$ cat src/assert_macros.svh
// ---------------------------------------------------------------------------
// Assertion macros
// Clocked assertion shorthands shared by the RTL.
// ---------------------------------------------------------------------------
`ifndef ASSERT_MACROS_SVH
`define ASSERT_MACROS_SVH

// Check a property on every rising edge, muted while reset is held.
`define ASSERT_AT(label, clk, rst_n, prop, msg) \
    label: assert property (@(posedge clk) disable iff (!rst_n) prop) else $error(msg);

// Check a property on every rising edge, reset included.
`define ASSERT_ALWAYS(label, clk, prop, msg) \
    label: assert property (@(posedge clk) prop) else $error(msg);

`endif

$ cat src/slr_pkg.sv
// ---------------------------------------------------------------------------
// slr_pkg
// Shared constants and types of the staircase line rasterizer.
// ---------------------------------------------------------------------------
package slr_pkg;

    localparam int COORD_BITS_DEF = 12;
    localparam int COLOR_BITS_DEF = 32;

    // Canvas dimension registers
    localparam int DIM_BITS = 13;
    localparam logic [DIM_BITS-1:0] DIM_RESET = 13'd4096;

    // Configuration register indexes
    localparam int CFG_IDX_BITS = 2;
    typedef logic [CFG_IDX_BITS-1:0] t_cfg_idx;
    localparam t_cfg_idx CFG_CANVAS_WIDTH  = 2'd0;
    localparam t_cfg_idx CFG_CANVAS_HEIGHT = 2'd1;

    // Command codes
    localparam logic CMD_START = 1'b0;
    localparam logic CMD_STEP  = 1'b1;

    // Per-pixel flags from the walker to the result register
    typedef struct packed {
        logic write_pixel;
        logic last_pixel;
        logic busy_res;
    } t_pix_flags;

endpackage

$ cat src/staircase_line_rasterizer_top.sv
// A step transaction's pixel is registered and shows on the output in the cycle after acceptance.
// Throughput: one transaction per cycle while o_in_stall is low; the walk-state update is the only loop.
// A start transaction loads the walk and produces no result.
// Reset (i_rst_n low, synchronous): walker idle, output empty, canvas 4096 x 4096.
// ---------------------------------------------------------------------------
// staircase_line_rasterizer_top
// Walks a line between two endpoints and emits one pixel per step command.
// ---------------------------------------------------------------------------
`include "assert_macros.svh"

module staircase_line_rasterizer_top
    import slr_pkg::*;
#(
    parameter int COORD_BITS = COORD_BITS_DEF,
    parameter int COLOR_BITS = COLOR_BITS_DEF
) (
    input  logic                  i_clk,
    input  logic                  i_rst_n,
    // Configuration write port
    input  logic                  i_cfg_we,
    input  t_cfg_idx              i_cfg_index,
    input  logic [DIM_BITS-1:0]   i_cfg_data,
    // Command channel
    input  logic                  i_in_valid,
    output logic                  o_in_stall,
    input  logic                  i_cmd,
    input  logic [COORD_BITS-1:0] i_start_x,
    input  logic [COORD_BITS-1:0] i_start_y,
    input  logic [COORD_BITS-1:0] i_end_x,
    input  logic [COORD_BITS-1:0] i_end_y,
    input  logic [COLOR_BITS-1:0] i_line_color,
    // Pixel channel
    output logic                  o_out_valid,
    input  logic                  i_out_stall,
    output logic [COORD_BITS-1:0] o_pixel_x,
    output logic [COORD_BITS-1:0] o_pixel_y,
    output logic [COLOR_BITS-1:0] o_pixel_color,
    output logic                  o_write_pixel,
    output logic                  o_last_pixel,
    output logic                  o_busy_res
);

    logic [DIM_BITS-1:0] r_canvas_width;
    logic [DIM_BITS-1:0] r_canvas_height;

    logic                  r_out_valid, n_out_valid;
    logic [COORD_BITS-1:0] r_pixel_x;
    logic [COORD_BITS-1:0] r_pixel_y;
    logic [COLOR_BITS-1:0] r_pixel_color;
    t_pix_flags            r_flags;

    logic                  in_take;
    logic                  load_result;
    logic [COORD_BITS-1:0] walk_x;
    logic [COORD_BITS-1:0] walk_y;
    logic [COLOR_BITS-1:0] walk_color;
    t_pix_flags            walk_flags;

    // Canvas size registers; unknown indexes drop the write.
    always_ff @(posedge i_clk) begin
        if (!i_rst_n) begin
            r_canvas_width  <= DIM_RESET;
            r_canvas_height <= DIM_RESET;
        end else if (i_cfg_we) begin
            unique case (i_cfg_index)
                CFG_CANVAS_WIDTH:  r_canvas_width  <= i_cfg_data;
                CFG_CANVAS_HEIGHT: r_canvas_height <= i_cfg_data;
                default: ;
            endcase
        end
    end

    // Hold the input only while a finished pixel is stuck at a stalled output;
    // a pixel leaving this cycle frees the register for the next one.
    assign o_in_stall  = r_out_valid && i_out_stall;
    assign in_take     = i_in_valid && !o_in_stall;
    assign load_result = in_take && (i_cmd == CMD_STEP);

    slr_walk #(
        .COORD_BITS (COORD_BITS),
        .COLOR_BITS (COLOR_BITS)
    ) u_walk (
        .i_clk           (i_clk),
        .i_rst_n         (i_rst_n),
        .i_take          (in_take),
        .i_cmd           (i_cmd),
        .i_start_x       (i_start_x),
        .i_start_y       (i_start_y),
        .i_end_x         (i_end_x),
        .i_end_y         (i_end_y),
        .i_line_color    (i_line_color),
        .i_canvas_width  (r_canvas_width),
        .i_canvas_height (r_canvas_height),
        .o_pixel_x       (walk_x),
        .o_pixel_y       (walk_y),
        .o_pixel_color   (walk_color),
        .o_flags         (walk_flags)
    );

    // Output valid: set by a step transaction, cleared once taken, held under stall.
    always_comb begin
        priority if (load_result) begin
            n_out_valid = 1'b1;
        end else if (!i_out_stall) begin
            n_out_valid = 1'b0;
        end else begin
            n_out_valid = r_out_valid;
        end
    end

    always_ff @(posedge i_clk) begin
        if (!i_rst_n) begin
            r_out_valid <= 1'b0;
        end else begin
            r_out_valid <= n_out_valid;
        end
    end

    // Capture the current pixel of the walk before the walker advances.
    always_ff @(posedge i_clk) begin
        if (load_result) begin
            r_pixel_x     <= walk_x;
            r_pixel_y     <= walk_y;
            r_pixel_color <= walk_color;
            r_flags       <= walk_flags;
        end
    end

    assign o_out_valid   = r_out_valid;
    assign o_pixel_x     = r_pixel_x;
    assign o_pixel_y     = r_pixel_y;
    assign o_pixel_color = r_pixel_color;
    assign o_write_pixel = r_flags.write_pixel;
    assign o_last_pixel  = r_flags.last_pixel;
    assign o_busy_res    = r_flags.busy_res;

    // ------------------------------------------------------------------
    // Assertions
    // ------------------------------------------------------------------
    `ASSERT_ALWAYS(a_reset_empties_out, i_clk, !i_rst_n |=> !o_out_valid, "output valid after reset")
    `ASSERT_AT(a_stalled_pixel_kept, i_clk, i_rst_n, r_out_valid && i_out_stall |=> r_out_valid, "stalled pixel dropped")
    `ASSERT_AT(a_last_not_busy, i_clk, i_rst_n, o_out_valid |-> !(o_last_pixel && o_busy_res), "last and busy together")
    `ASSERT_AT(a_write_needs_line, i_clk, i_rst_n, o_out_valid && o_write_pixel |-> (o_last_pixel || o_busy_res), "pixel written while idle")

endmodule

$ cat src/slr_walk.sv
// ---------------------------------------------------------------------------
// slr_walk
// Line walk state: loads endpoints on start, advances one pixel per step.
// ---------------------------------------------------------------------------
module slr_walk
    import slr_pkg::*;
#(
    parameter int COORD_BITS = COORD_BITS_DEF,
    parameter int COLOR_BITS = COLOR_BITS_DEF
) (
    input  logic                  i_clk,
    input  logic                  i_rst_n,
    input  logic                  i_take,
    input  logic                  i_cmd,
    input  logic [COORD_BITS-1:0] i_start_x,
    input  logic [COORD_BITS-1:0] i_start_y,
    input  logic [COORD_BITS-1:0] i_end_x,
    input  logic [COORD_BITS-1:0] i_end_y,
    input  logic [COLOR_BITS-1:0] i_line_color,
    input  logic [DIM_BITS-1:0]   i_canvas_width,
    input  logic [DIM_BITS-1:0]   i_canvas_height,
    output logic [COORD_BITS-1:0] o_pixel_x,
    output logic [COORD_BITS-1:0] o_pixel_y,
    output logic [COLOR_BITS-1:0] o_pixel_color,
    output t_pix_flags            o_flags
);

    localparam int CMP_BITS = (COORD_BITS > DIM_BITS) ? COORD_BITS : DIM_BITS;
    localparam logic [COORD_BITS-1:0] ONE = COORD_BITS'(1);

    logic                  r_active,   n_active;
    logic                  r_x_back,   n_x_back;
    logic [COORD_BITS-1:0] r_cur_x,    n_cur_x;
    logic [COORD_BITS-1:0] r_cur_y,    n_cur_y;
    logic [COORD_BITS-1:0] r_left_dx,  n_left_dx;
    logic [COORD_BITS-1:0] r_left_dy,  n_left_dy;
    logic [COLOR_BITS-1:0] r_color,    n_color;

    logic x_lt, y_lt, y_eq, last, in_canvas;
    logic [COORD_BITS-1:0] load_dx, load_dy;

    assign x_lt    = i_start_x < i_end_x;
    assign y_lt    = i_start_y < i_end_y;
    assign y_eq    = i_start_y == i_end_y;
    assign load_dx = x_lt ? (i_end_x - i_start_x) : (i_start_x - i_end_x);
    assign load_dy = y_lt ? (i_end_y - i_start_y) : (i_start_y - i_end_y);

    assign last      = (r_left_dx == '0) && (r_left_dy == '0);
    assign in_canvas = (CMP_BITS'(r_cur_x) < CMP_BITS'(i_canvas_width)) &&
                       (CMP_BITS'(r_cur_y) < CMP_BITS'(i_canvas_height));

    always_comb begin
        n_active  = r_active;
        n_x_back  = r_x_back;
        n_cur_x   = r_cur_x;
        n_cur_y   = r_cur_y;
        n_left_dx = r_left_dx;
        n_left_dy = r_left_dy;
        n_color   = r_color;
        if (i_take && (i_cmd == CMD_START)) begin
            // Walk always starts at the lower y; a flat line starts at the lower x.
            n_active  = 1'b1;
            n_color   = i_line_color;
            n_left_dx = load_dx;
            n_left_dy = load_dy;
            n_cur_y   = y_lt ? i_start_y : i_end_y;
            if (y_eq) begin
                n_cur_x  = x_lt ? i_start_x : i_end_x;
                n_x_back = 1'b0;
            end else if (y_lt) begin
                n_cur_x  = i_start_x;
                n_x_back = i_end_x < i_start_x;
            end else begin
                n_cur_x  = i_end_x;
                n_x_back = x_lt;
            end
        end else if (i_take && r_active) begin
            priority if (last) begin
                n_active = 1'b0;
            end else if (r_left_dx > r_left_dy) begin
                n_left_dx = r_left_dx - ONE;
                n_cur_x   = r_x_back ? (r_cur_x - ONE) : (r_cur_x + ONE);
            end else begin
                n_left_dy = r_left_dy - ONE;
                n_cur_y   = r_cur_y + ONE;
            end
        end
    end

    always_ff @(posedge i_clk) begin
        if (!i_rst_n) begin
            r_active <= 1'b0;
        end else begin
            r_active <= n_active;
        end
    end

    always_ff @(posedge i_clk) begin
        r_x_back  <= n_x_back;
        r_cur_x   <= n_cur_x;
        r_cur_y   <= n_cur_y;
        r_left_dx <= n_left_dx;
        r_left_dy <= n_left_dy;
        r_color   <= n_color;
    end

    // An idle walker reports an all-zero pixel.
    assign o_pixel_x           = r_active ? r_cur_x : '0;
    assign o_pixel_y           = r_active ? r_cur_y : '0;
    assign o_pixel_color       = r_active ? r_color : '0;
    assign o_flags.write_pixel = r_active && in_canvas;
    assign o_flags.last_pixel  = r_active && last;
    assign o_flags.busy_res    = r_active && !last;

endmodule

$ cat config.mk
export PLATFORM = sky130hd
export DESIGN_NAME = staircase_line_rasterizer_top
export DESIGN_NICKNAME = d
export VERILOG_FILES = /design/src/slr_pkg.sv /design/src/staircase_line_rasterizer_top.sv /design/src/slr_walk.sv
export VERILOG_INCLUDE_DIRS = /design/src /design/src/src
export SDC_FILE = /design/constraint.sdc
export NUM_CORES = 1
export LEC_CHECK = 0
export BUFFER_PORTS_ARGS = -buffer_cell sky130_fd_sc_hd__buf_2
export CAP_MARGIN = 20
export CORE_MARGIN = 3
export CORE_UTILIZATION = 30
export CTS_CLUSTER_DIAMETER = 30
export DETAILED_ROUTE_END_ITERATION = 7
export GPL_TIMING_DRIVEN = 0
export SLEW_MARGIN = 0
export SYNTH_ARGS = -nofsm -noshare
export SYNTH_HDL_FRONTEND = slang
export SYNTH_HIERARCHICAL = 1
export SYNTH_SLANG_ARGS = --single-unit
$ cat constraint.sdc
create_clock -name i_clk -period 4.38 [get_ports i_clk]
set_input_delay 0.219 -clock i_clk [delete_from_list [all_inputs] [get_ports i_clk]]
set_output_delay 0.219 -clock i_clk [all_outputs]
set_load 0.01 [all_outputs]
==> impl_metrics.yaml, run 1 <==
run_status:
  outcome: "completed"
floorplan:
  fp.dieH_um: 196.4
  placementRows: 69
  ios: 162
  core_region_area_sq_mm: 0.03566
  dieArea_sq_mm: 0.03857
  die_w_um: 196.4
  start_util: 0.3050
detailed_routing:
  drt_iter0_drc: 556
  ant_nets: 0
  post_drt_wl_per_cell_um: 17.37
  dr_total_vias: 8699
  drc_errors: 0
  via_per_inst: 4.890
  firstDrtPassIters: 4
  drt_wl_total_um: 30900
worst_setup_path:
  path_buf_inv: 2
  crit_required_ps: 4510
  arrival_ps: 3750
  endpoint_kind: "flip-flop"
  path_cells: "inv_1 -> ha_1 -> nor2b_1 -> o21a_1 -> o21ai_0 -> a21oi_1 -> a2111oi_0 -> nor2_1 -> o21ai_2 -> buf_6"
  worst-path-stages: 10
  crit_path_max_incr_delay_ps: 840
  worst-path-max-fanout: 15
  critPathTopFamily: "compound AO/OA/AOI/OAI gates"
  reg2reg_depth: 10
  slowest_stage: "a2111oi_0"
  critPathKind: "reg -> reg"
  cp-start-kind: "flip-flop"
sta:
  post-route-period-util: 0.8272
  fin_crit_ps: 3623
  setup_viol: 0
  setup_slack_ps: 757.0
  rsz0062_at_grt: "no"
  worstMarginPinSlew_ps: 978.0
  slew_violations: 0
  hold_viol_final: 0
  max_freq_ghz: 0.2760
  fin_skew_ps: 10.73
  maxSlewHeadroom: 0.3311
global_route:
  antenna_found_initial: 3
  grt_pass1_vias: 8756
  grt_overflow: 0
  grt_use_total: 0.1574
  grt_start_max_net_pins: 36
  grt_pass1_wl_um: 47920
final_layout:
  final_util: 0.3727
  syn_to_final_growth_pct: 22.18
  final_nets: 1506
  drive_gt1_frac: 0.1822
  final_cell_count_no_fill: 1779
synthesis:
  synth_cell_types: 76
  avgSynthCellArea_sq_um: 9.996
  synth.net_count: 1290
  ys_warn_count: 6
  seq_area_frac_synth: 0.4381
  synthArstFlopShare: 0
  synth_cells: 1088
  synth-edff-count: 140
  synth.cell_area_sq_mm: 0.01088
  ys_ff_latch: 168
  synth_flop_cell: "edfxtp_1"
power:
  power.total_mw: 4.548
  leakagePower_nw: 5.710
  ir_drop_v: 0.0003301
  p_per_area_mw_per_mm2: 342.3
clock_network:
  clockBufferDepth: 2
  cts_made_buffers: 17
  insertion_delay_ps: 420
  root_buffer: "clkbuf_16"
  h-tree-depth: 4
  clk_pin_slew_worst_paths_ps: 70
  cts_sinks: 168
  post-cts-setup-buffers: 0
  tritoncts: "done"
place:
  dpl.cell_count: 1714
  io_buffer_count: 161
  dp_hpwl_um: 24400
  pre_cts_slack_ps: 805.5
  place_congestion: 0.8820
min_path:
  hp-class: "in -> reg"
  min_path_cells: 3
flow_run:
  max_cap_viol_count: 0
==> kinds of logic (layout without fill, tap and decap cells) <==
family	Yosys count	in the layout	share of synthesized area
compound gates	252	252	0.1511
xor+xnor	55	55	0.04429
fa+ha+maj	101	101	0.1197
buf+inv	150	379	0.06028
flops	168	168	0.4381
mux	43	43	0.04084
other cells	0	1	0
simple gates	319	319	0.1458
==> cells in the mapped netlist, types with 5 or more instances <==
library cell	n	area share
and3_1	6	0.0035
nor2b_1	14	0.0081
buf_2	9	0.0041
nor3_1	19	0.0087
o21bai_1	5	0.0035
xnor2_1	35	0.028
o21ai_0	28	0.013
a21oi_1	76	0.035
a21o_1	22	0.015
nand4_1	5	0.0029
nand3_1	15	0.0069
and2_1	56	0.032
o22ai_1	6	0.0035
inv_1	106	0.037
mux2i_1	41	0.038
nand2b_1	6	0.0035
edfxtp_1	140	0.39
xor2_1	20	0.016
clkbuf_1	20	0.0069
o21ai_1	36	0.017
nor4_1	7	0.0040
fa_1	5	0.0092
ha_1	96	0.11
a211oi_1	10	0.0069
o21a_1	12	0.0083
nand2_1	99	0.034
buf_4	7	0.0048
buf_6	5	0.0052
nor2_1	70	0.024
dfxtp_1	28	0.052
==> what timing repair did <==
| action | in CTS | in global routing |
|---|---|---|
| setup endpoints to repair | 0 | 0 |
| hold buffers | 32 | 0 |
| resized for setup | 0 | 0 |
| hold endpoints to repair | 32 | 0 |
==> area by class of cell <==
cell class	instances	area, sq um
Antenna cell	1	2.502
Buffer	44	259.0
Clock buffer	17	425.4
Clock inverter	15	176.4
Fill cell	3536	22370
Inverter	106	397.9
Multi-Input combinational cell	770	5480
Sequential cell	168	4765
Tap cell	461	576.8
Timing Repair Buffer	197	1205
==> report_power, final <==
group	internal, mW	switching [mW]	leakage (nW)
Combinational	0.458	0.633	3.85
Sequential	1.86	0.0699	1.57
Clock	0.822	0.708	0.294
==> worst paths after layout <==
kind / startpoint / to / slack, ps
worst max-delay path: u_walk/r_left_dy[1] / u_walk/r_cur_y[4] / 760
worst min-delay path: i_cfg_data[12] / r_canvas_width[12] / 80
worst max register to register: u_walk/r_left_dy[1] / u_walk/r_cur_y[4] / 760
worst min register to register: r_canvas_height[10] / r_canvas_height[10] / 460
==> tightest hold or removal path: cells and delay by family <==
family / cells / cell delay [ps]
buffers and inverters: 1 / 80
multiplexers: 1 / 110
AND/OR/NAND/NOR: 1 / 50
==> registers in the layout, summed over array words and instances (netlist names) <==
register / count
o_pixel_color: 32
u_walk/r_color: 32
r_canvas_height: 13
r_canvas_width: 13
o_pixel_x: 12
o_pixel_y: 12
u_walk/r_cur_x: 12
u_walk/r_cur_y: 12
u_walk/r_left_dx: 12
u_walk/r_left_dy: 12
o_busy_res: 1
o_last_pixel: 1
o_out_valid: 1
o_write_pixel: 1
u_walk/r_active: 1
u_walk/r_x_back: 1
==> placed cells by master, fill, tap and decap left out, drive strengths merged, types with 4 or more instances in the layout <==
cell	instances
nor2b	15
a211o	4
nand3	15
nor4	8
clkbuf	38
and3	6
o21ai	65
buf	188
fa	5
or2	5
o22ai	6
a311oi	4
dlygate4sd3	32
mux2i	42
o21a	12
nand4	5
nand2	99
a211oi	11
ha	96
nand2b	6
o211ai	5
o221ai	4
nor2	70
inv	115
a21o	22
and2	56
a21boi	5
a21oi	76
nor3	19
xnor2	35
clkinv	4
o31ai	5
o21bai	5
dfxtp	28
edfxtp	140
xor2	20
==> metrics by stage <==
| step | TNS, ps | hold slack [ps] | area (sq um) |
|---|---|---|---|
| after floorplan | 0 | 317.9 | 10880 |
| after global placement | -39590 | 396.9 | 12260 |
| after detailed placement | 0 | 397.4 | 12360 |
| after CTS | 0 | 62.13 | 13290 |
| after global routing | 0 | 72.20 | 13290 |
| final | 0 | 84.63 | 13290 |
==> layer usage <==
| metal | share of wire | track usage | vias up | wire (um) |
|---|---|---|---|---|
| met5 | 0.00023 | 0 | - | 7 |
| met4 | 0.013 | 0.03908 | 2 | 402 |
| met3 | 0.057 | 0.02786 | 26 | 1765 |
| met2 | 0.48 | 0.2725 | 258 | 14690 |
| met1 | 0.45 | 0.2051 | 4128 | 14030 |
| li1 | - | - | 4285 | - |
(Power assumes the default switching activity.)
==> inputs of run 2 (changes only) <==
clock period = 3.01 ns   (was 4.38 ns; I/O delays follow)
==> impl_metrics.yaml, run 2 (synthesis results as in run 1) <==
run_status:
  outcome: "completed"
place:
  place_congestion: 0.8934
  dp_hpwl_um: 24400
  place_area_sq_mm: 0.01237
  io_buffer_count: 161
  pre_cts_slack_ps: -427.3
power:
  clockPowerShare: 0.334
  sw_frac_of_total: 0.3030
  p_per_area_mw_per_mm2: 497.1
  ir_drop_v: 0.0005022
  switching_power_mw: 2.008
  p_int_mw: 4.619
  seqPwrFrac: 0.423
  leakagePower_nw: 5.717
  p_comb_frac: 0.243
sta:
  fin_crit_ps: 2816
  hold_viol_final: 0
  fin_skew_ps: 21.54
  max_freq_ghz: 0.3552
  setup_viol: 0
  slew_violations: 0
  rsz0062_at_grt: "no"
  maxSlewHeadroom: 0.4861
  worstMarginPinSlew_ps: 751.4
  setup_slack_ps: 194.5
  post-route-period-util: 0.9354
floorplan:
  ios: 162
  start_util: 0.3050
  die_w_um: 196.4
  core_region_area_sq_mm: 0.03566
  dieArea_sq_mm: 0.03857
  placementRows: 69
  fp.dieH_um: 196.4
final_layout:
  design_area_sq_mm: 0.01333
  layout_common_cells: "buf_2 (170), edfxtp_1 (140), inv_1 (106)"
  final_nets: 1509
  drive_gt1_frac: 0.1833
  layout_commonest_cell: "buf_2"
  fillCellCount: 3573
  syn_to_final_growth_pct: 22.57
flow_run:
  max_cap_viol_count: 0
detailed_routing:
  drt_iter0_drc: 551
  firstDrtPassIters: 7
  ant_nets: 0
  dr_total_vias: 8753
  post_drt_wl_per_cell_um: 17.54
  drt_wl_total_um: 31260
  drc_errors: 0
  via_per_inst: 4.912
worst_setup_path:
  crit_required_ps: 3130
  slowest_stage: "clkbuf_1"
  critPathTopFamily: "buffers and inverters"
  critPathKind: "reg -> reg"
  cpMostUsedCell: "clkbuf_1"
  path_cells: "nand2_1 -> and2_1 -> nand2b_1 -> clkbuf_1 -> inv_1 -> clkbuf_1 -> clkbuf_2 -> buf_12"
  arrival_ps: 2940
  crit_path_max_incr_delay_ps: 480
  path_buf_inv: 5
  endpoint_kind: "flip-flop"
  worst-path-max-fanout: 31
  cp-start-kind: "flip-flop"
clock_network:
  cts_sinks: 168
  h-tree-depth: 4
  tritoncts: "done"
  clockBufferDepth: 2
  root_buffer: "clkbuf_16"
  clk_pin_slew_worst_paths_ps: 70
  cts_made_buffers: 17
  insertion_delay_ps: 440
global_route:
  grt_pass1_wl_um: 47940
  grt_start_max_net_pins: 32
  grt_pass1_vias: 8630
  grt_use_total: 0.1583
  antenna_found_initial: 2
  grt_overflow: 0
min_path:
  hp-class: "in -> reg"
-- run 2: worst min-delay path: stages --
cell and delay [ps]:
buf_2 100, nand2_1 80, mux2i_1 60
-- run 2: cell type report --
type / count / area [sq um] / share of cell area
diodes: 1 / 2.502 / 0.0001877
plain buffers: 44 / 259.0 / 0.01943
multi-input cells: 770 / 5494 / 0.4121
repair buffers: 200 / 1246 / 0.09349
flip-flops and latches: 168 / 4765 / 0.3574
inverters: 106 / 397.9 / 0.02985
clock buffers: 18 / 429.2 / 0.03219
well taps: 461 / 576.8 / 0.04327
clock inverters: 14 / 160.2 / 0.01201
-- run 2: path summary, 6_finish.rpt --
path / startpoint / endpoint / slack (ps) / cells after the start
worst max register to register: o_out_valid / u_walk/r_color[21] / 190 / 8
worst min register to register: r_canvas_height[11] / r_canvas_height[11] / 460 / 2
worst min-delay path: i_cfg_data[11] / r_canvas_width[11] / 20 / 3
worst max-delay path: o_out_valid / u_walk/r_color[21] / 190 / 8
-- run 2: per-stage QoR --
| step | power, mW | util | cells | setup TNS [ps] | hold WS, ps |
|---|---|---|---|---|---|
| after floorplan | 3.883 | - | 1088 | 0 | 249.4 |
| after global placement | 4.357 | 0.3441 | 1710 | -85210 | 328.2 |
| after detailed placement | 4.398 | 0.3471 | 1715 | -8713 | 329.3 |
| after CTS | 6.669 | 0.3732 | 1780 | 0 | 6.668 |
| after global routing | 6.970 | 0.3738 | 1781 | 0 | 37.95 |
| final | 6.627 | 0.3739 | 1782 | 0 | 18.73 |
-- run 2: repair_timing --
item | 4_1_cts | 5_1_grt
setup buffers | 0 | 1
hold endpoints to repair | 33 | 0
endpoints found under the setup margin | 24 | 24
pin swaps | 0 | 1
resized for setup | 3 | 0
hold buffers | 33 | 0
-- run 2: power by group through the flow --
stage	sequential (mW)	combinational, mW	clock, mW
floorplan	2.84	1.05	0
global placement	2.86	1.50	0
detailed placement	2.85	1.54	0
CTS	2.80	1.59	2.27
global route	2.82	1.78	2.37
finish	2.80	1.61	2.22
-- run 2: routing by layer --
metal  routed length [um]  vias up  global-route usage
li1                     -     4298                   -
met2                14860      240              0.2716
met5                    7        -                   0
met3                 1791       27             0.03145
met1                14180     4186              0.2059
met4                  422        2             0.03987
